## src/rtl/mbet_pkg.sv

```systemverilog
package mbet_pkg;

  localparam int unsigned MAX_DIM_DEF     = 8192;
  localparam int unsigned COORD_WIDTH_DEF = 32;
  localparam int unsigned FRAC_BITS_DEF   = 24;

  localparam int unsigned ITER_W   = 8;
  localparam int unsigned STEP_W   = 25;
  localparam int unsigned ORIGIN_W = 32;
  localparam int unsigned PIXEL_W  = 8;
  localparam int unsigned CFG_IDX_W  = 2;
  localparam int unsigned CFG_DATA_W = 32;

  localparam logic [CFG_IDX_W-1:0] REG_MAX_ITER   = 2'd0;
  localparam logic [CFG_IDX_W-1:0] REG_PIXEL_STEP = 2'd1;
  localparam logic [CFG_IDX_W-1:0] REG_X_ORIGIN   = 2'd2;
  localparam logic [CFG_IDX_W-1:0] REG_Y_ORIGIN   = 2'd3;

  localparam logic [ITER_W-1:0]          MAX_ITER_RST   = 8'd255;
  localparam logic [STEP_W-1:0]          PIXEL_STEP_RST = 25'd10066;
  localparam logic signed [ORIGIN_W-1:0] X_ORIGIN_RST   = -32'sd33554432;
  localparam logic signed [ORIGIN_W-1:0] Y_ORIGIN_RST   = -32'sd25165824;
  localparam logic [PIXEL_W-1:0]         LEVEL_TOP      = 8'd255;

  typedef struct packed {
    logic [ITER_W-1:0]          max_iter;
    logic [STEP_W-1:0]          pixel_step;
    logic signed [ORIGIN_W-1:0] x_origin;
    logic signed [ORIGIN_W-1:0] y_origin;
  } cfg_t;

  typedef enum logic [1:0] {
    ST_IDLE,
    ST_COORD,
    ST_MUL,
    ST_STEP
  } state_e;

  typedef struct packed {
    logic load;
    logic coord;
    logic mul;
    logic step;
  } cmd_t;

  typedef struct packed {
    logic finish;
  } status_t;

endpackage

```

## src/rtl/mbet_ctrl.sv

```systemverilog
module mbet_ctrl (
  input  logic                clk_i,
  input  logic                rst_ni,
  input  logic                start_i,
  output logic                busy_o,
  output mbet_pkg::cmd_t      cmd_o,
  input  mbet_pkg::status_t   status_i
);
  import mbet_pkg::*;

  state_e state_q, state_d;

  always_ff @(posedge clk_i or negedge rst_ni) begin
    if (!rst_ni) begin
      state_q <= ST_IDLE;
    end else begin
      state_q <= state_d;
    end
  end

  always_comb begin
    state_d = state_q;
    case (state_q)
      ST_IDLE:  if (start_i) state_d = ST_COORD;
      ST_COORD: state_d = ST_MUL;
      ST_MUL:   state_d = ST_STEP;
      ST_STEP:  state_d = status_i.finish ? ST_IDLE : ST_MUL;
      default:  state_d = ST_IDLE;
    endcase
  end

  always_comb begin
    cmd_o  = '0;
    busy_o = 1'b1;
    case (state_q)
      ST_IDLE: begin
        busy_o     = 1'b0;
        cmd_o.load = start_i;
      end
      ST_COORD: cmd_o.coord = 1'b1;
      ST_MUL:   cmd_o.mul   = 1'b1;
      ST_STEP:  cmd_o.step  = 1'b1;
      default:  busy_o      = 1'b0;
    endcase
  end

endmodule

```

## config.mk

```make
export PLATFORM = sky130hd
export DESIGN_NAME = mbet_ctrl
export DESIGN_NICKNAME = d
export VERILOG_FILES = /design/src/rtl/mbet_pkg.sv /design/src/rtl/mbet_ctrl.sv
export SDC_FILE = /design/constraint.sdc
export NUM_CORES = 1
export LEC_CHECK = 0
export ABC_AREA = 1
export BUFFER_PORTS_ARGS = -buffer_cell sky130_fd_sc_hd__buf_2
export CORE_AREA = 2 2 39 41
export CTS_CLUSTER_DIAMETER = 200
export DETAILED_ROUTE_END_ITERATION = 8
export DIE_AREA = 0 0 41 43
export GPL_TIMING_DRIVEN = 1
export PLACE_DENSITY = 0.35
export SKIP_LAST_GASP = 1
export SLEW_MARGIN = 20
export SYNTH_ARGS = -nofsm -noshare
export SYNTH_HDL_FRONTEND = slang
export SYNTH_SLANG_ARGS = --single-unit
```

## constraint.sdc

```tcl
create_clock -name clk_i -period 1.6 [get_ports clk_i]
set_input_delay 0.32 -clock clk_i [delete_from_list [all_inputs] [get_ports clk_i]]
set_output_delay 0.32 -clock clk_i [all_outputs]
set_load 0.005 [all_outputs]
```

==> impl_metrics.py <==
metrics = {
    "synth": {
        "synth_common_cells": "inv_1 (4), nor2_1 (3), dfrtp_1 (2), nand2_1 (2)",
        "async_flop_share": 1.00,
        "netlist.area_leader.share": 0.482,
        "avgSynthCellArea_sq_um": 6.92,
        "synth_cell_types": 8,
        "ys_seq_elements": 2,
        "yosysSeqAreaShare": 0.482,
        "synth.most_common_cell": "inv_1",
        "synth_top_cell_by_area": "dfrtp_1",
        "synth_edf_count": 0,
        "synth_nets": 19,
        "netlist_area_sq_um": 104,
        "synthCells": 15,
        "synthTopCellsByArea": "dfrtp_1 (48%), inv_1 (14%), nor2_1 (11%), nand2_1 (7.2%), nand2_2 (6.0%)",
        "ys.flop_type": "dfrtp_1",
        "yosysWarnings": 0,
    },
    "setup_path": {
        "r2r_setup_slack_ns": 0.81,
        "crit_chain": "inv_1 -> nand2_2 -> nor2_1 -> buf_2",
        "critPathArrivalTime_ns": 0.99,
        "critPathSlowestCell": "dfrtp_1",
        "path_depth": 4,
        "slowest_delay_ns": 0.40,
        "critPathTopFamily": "flip-flops",
        "worstPathMaxFanout": 4,
        "r2r_cells": 4,
        "worstSetupEndpointType": "primary output",
        "crit_required_ns": 1.28,
        "critical_path_class": "register to primary output",
        "path_buf_inv": 2,
        "critical_path.startpoint_type": "register",
    },
    "run": {
        "maxCapViolations": 0,
    },
    "cells_and_area": {
        "largest-register": "state_q",
        "largest_reg_flops": 2,
        "final_cells": 43,
        "layout-drive-gt1-share": 0.481,
        "nets": 33,
        "area_growth_pct": 89.2,
        "diodes": 0,
        "largestRegisters": "state_q x2",
    },
    "clock_network": {
        "htreeDepth": 1,
        "cts.sinks": 2,
        "cts_root_buffer": "clkbuf_4",
        "cts_resized": 0,
        "cts_tree": "done",
        "cts_buffers": 3,
        "clk_pin_slew_worst_paths_ns": 0.03,
        "worstSkewPairLatency_ns": 0.22,
        "ctsLongestPathBuffers": 2,
    },
    "detailed_routing": {
        "vias_per_cell": 2.88,
        "drc_errors": 0,
        "drt-pass1-iter-count": 1,
        "vias": 124,
        "drtIter0Drc": 0,
        "postRouteAntennaNets": 0,
        "wl_per_cell_um": 6.56,
        "drt-total-wl_um": 282,
    },
    "sta": {
        "setup_viol": 0,
        "final_hold_viol_count": 0,
        "setup_slack_ns": 0.295,
        "rsz0062_at_grt": "no",
        "drv_slew": 0,
        "fmax_mhz": 766,
        "tightest_slew_ns": 0.182,
        "min_period_ns": 1.31,
        "worst_slew_margin_rel": 0.878,
        "post-route-period-util": 0.816,
        "fin_skew_ns": 0.000666,
        "setup_tns_ns": 0,
    },
    "floorplanning": {
        "die_x_um": 41,
        "core-area_sq_mm": 0.00138,
        "dieArea_sq_mm": 0.00176,
        "io-pin-count": 9,
        "start_util": 0.0750,
        "chipHeight_um": 43,
        "row_count": 14,
    },
    "place": {
        "dpl.hpwl_um": 221,
        "dp.cells": 39,
        "place_ws_ns": 0.524,
        "gp_congestion": 0.597,
        "port-buffer-count": 8,
    },
    "global_route": {
        "grt_overflow": 0,
        "grt_pass1_wl_um": 420,
        "antenna_found_initial": 0,
        "grt_max_degree": 6,
        "grt_usage": 0.0452,
        "grt_pass1_vias": 120,
    },
    "pwr": {
        "p_per_area_mw_per_mm2": 1810,
        "vdd_drop_max_v": 0.000248,
        "p_leak_nw": 0.120,
    },
    "worst_hold_path": {
        "hold_class": "primary input to register",
        "hold_path_depth": 4,
    },
    "outcome": {
        "status": "finished clean",
    },
}
[layer usage]
| layer | share of wire | track usage |
|---|---|---|
| met3 | 0.046 | 0.0157 |
| met2 | 0.62 | 0.0594 |
| met1 | 0.32 | 0.0257 |
| met5 | 0 | 0 |
| met4 | 0 | 0.100 |
[path summary, 6_finish.rpt]
path,from,endpoint
max,state_q[1],cmd_o[3]
min,status_i,state_q[1]
max reg2reg,state_q[1],state_q[1]
min reg2reg,state_q[0],state_q[0]
max in group asynchronous,rst_ni,state_q[1]
min in group asynchronous,rst_ni,state_q[0]
[kinds of logic (layout without fill, tap and decap cells)]
kind of cell    after synthesis  in the layout  share of synthesized area
compound gates                1              1                     0.0481
simple gates                  7              7                      0.289
buf+inv                       5             17                      0.181
flops                         2              2                      0.482
[what timing repair did]
item | 4_1_cts | 5_1_grt
buffers inserted | 0 | 0
hold buffers | 1 | 0
endpoints found under the hold margin | 2 | 0
[layout make-up]
type,instances,area [sq um]
multi-input combinational,8,35.0
clock buffer,3,22.5
inverter,5,18.8
sequential,2,50.0
tap,16,20.0
timing repair buffer,9,50.0
fill,180,1190
[worst min-delay path, cell delays in order]
cell and delay, ns:
buf_2 0.07, nand3_1 0.06, nand2_1 0.06, inv_1 0.03
[metrics by stage]
| step | hold slack (ns) | power (mW) | util | instance area [sq um] |
|---|---|---|---|---|
| floorplan | 0.0244 | 0.179 | - | 104 |
| detailed placement | 0.110 | 0.248 | 0.118 | 164 |
| global route | 0.365 | 0.406 | 0.142 | 196 |
| finish | 0.366 | 0.355 | 0.142 | 196 |
| CTS | 0.365 | 0.369 | 0.142 | 196 |
| global placement | 0.109 | 0.247 | 0.118 | 164 |
[cell usage in the layout, fill, tap and decap left out]
cell and count:
a21oi_1 1, buf_2 8, clkbuf_4 3, dfrtp_1 2, dlygate4sd3_1 1, inv_1 4
inv_2 1, nand2_1 2, nand2_2 1, nand3_1 1, nor2_1 3
[power breakdown]
group	internal [mW]	switching (mW)
Combinational	0.0666	0.0720
Sequential	0.0753	0.0314
Clock	0.0826	0.0270
No activity file was read; power rests on OpenSTA's default activity.
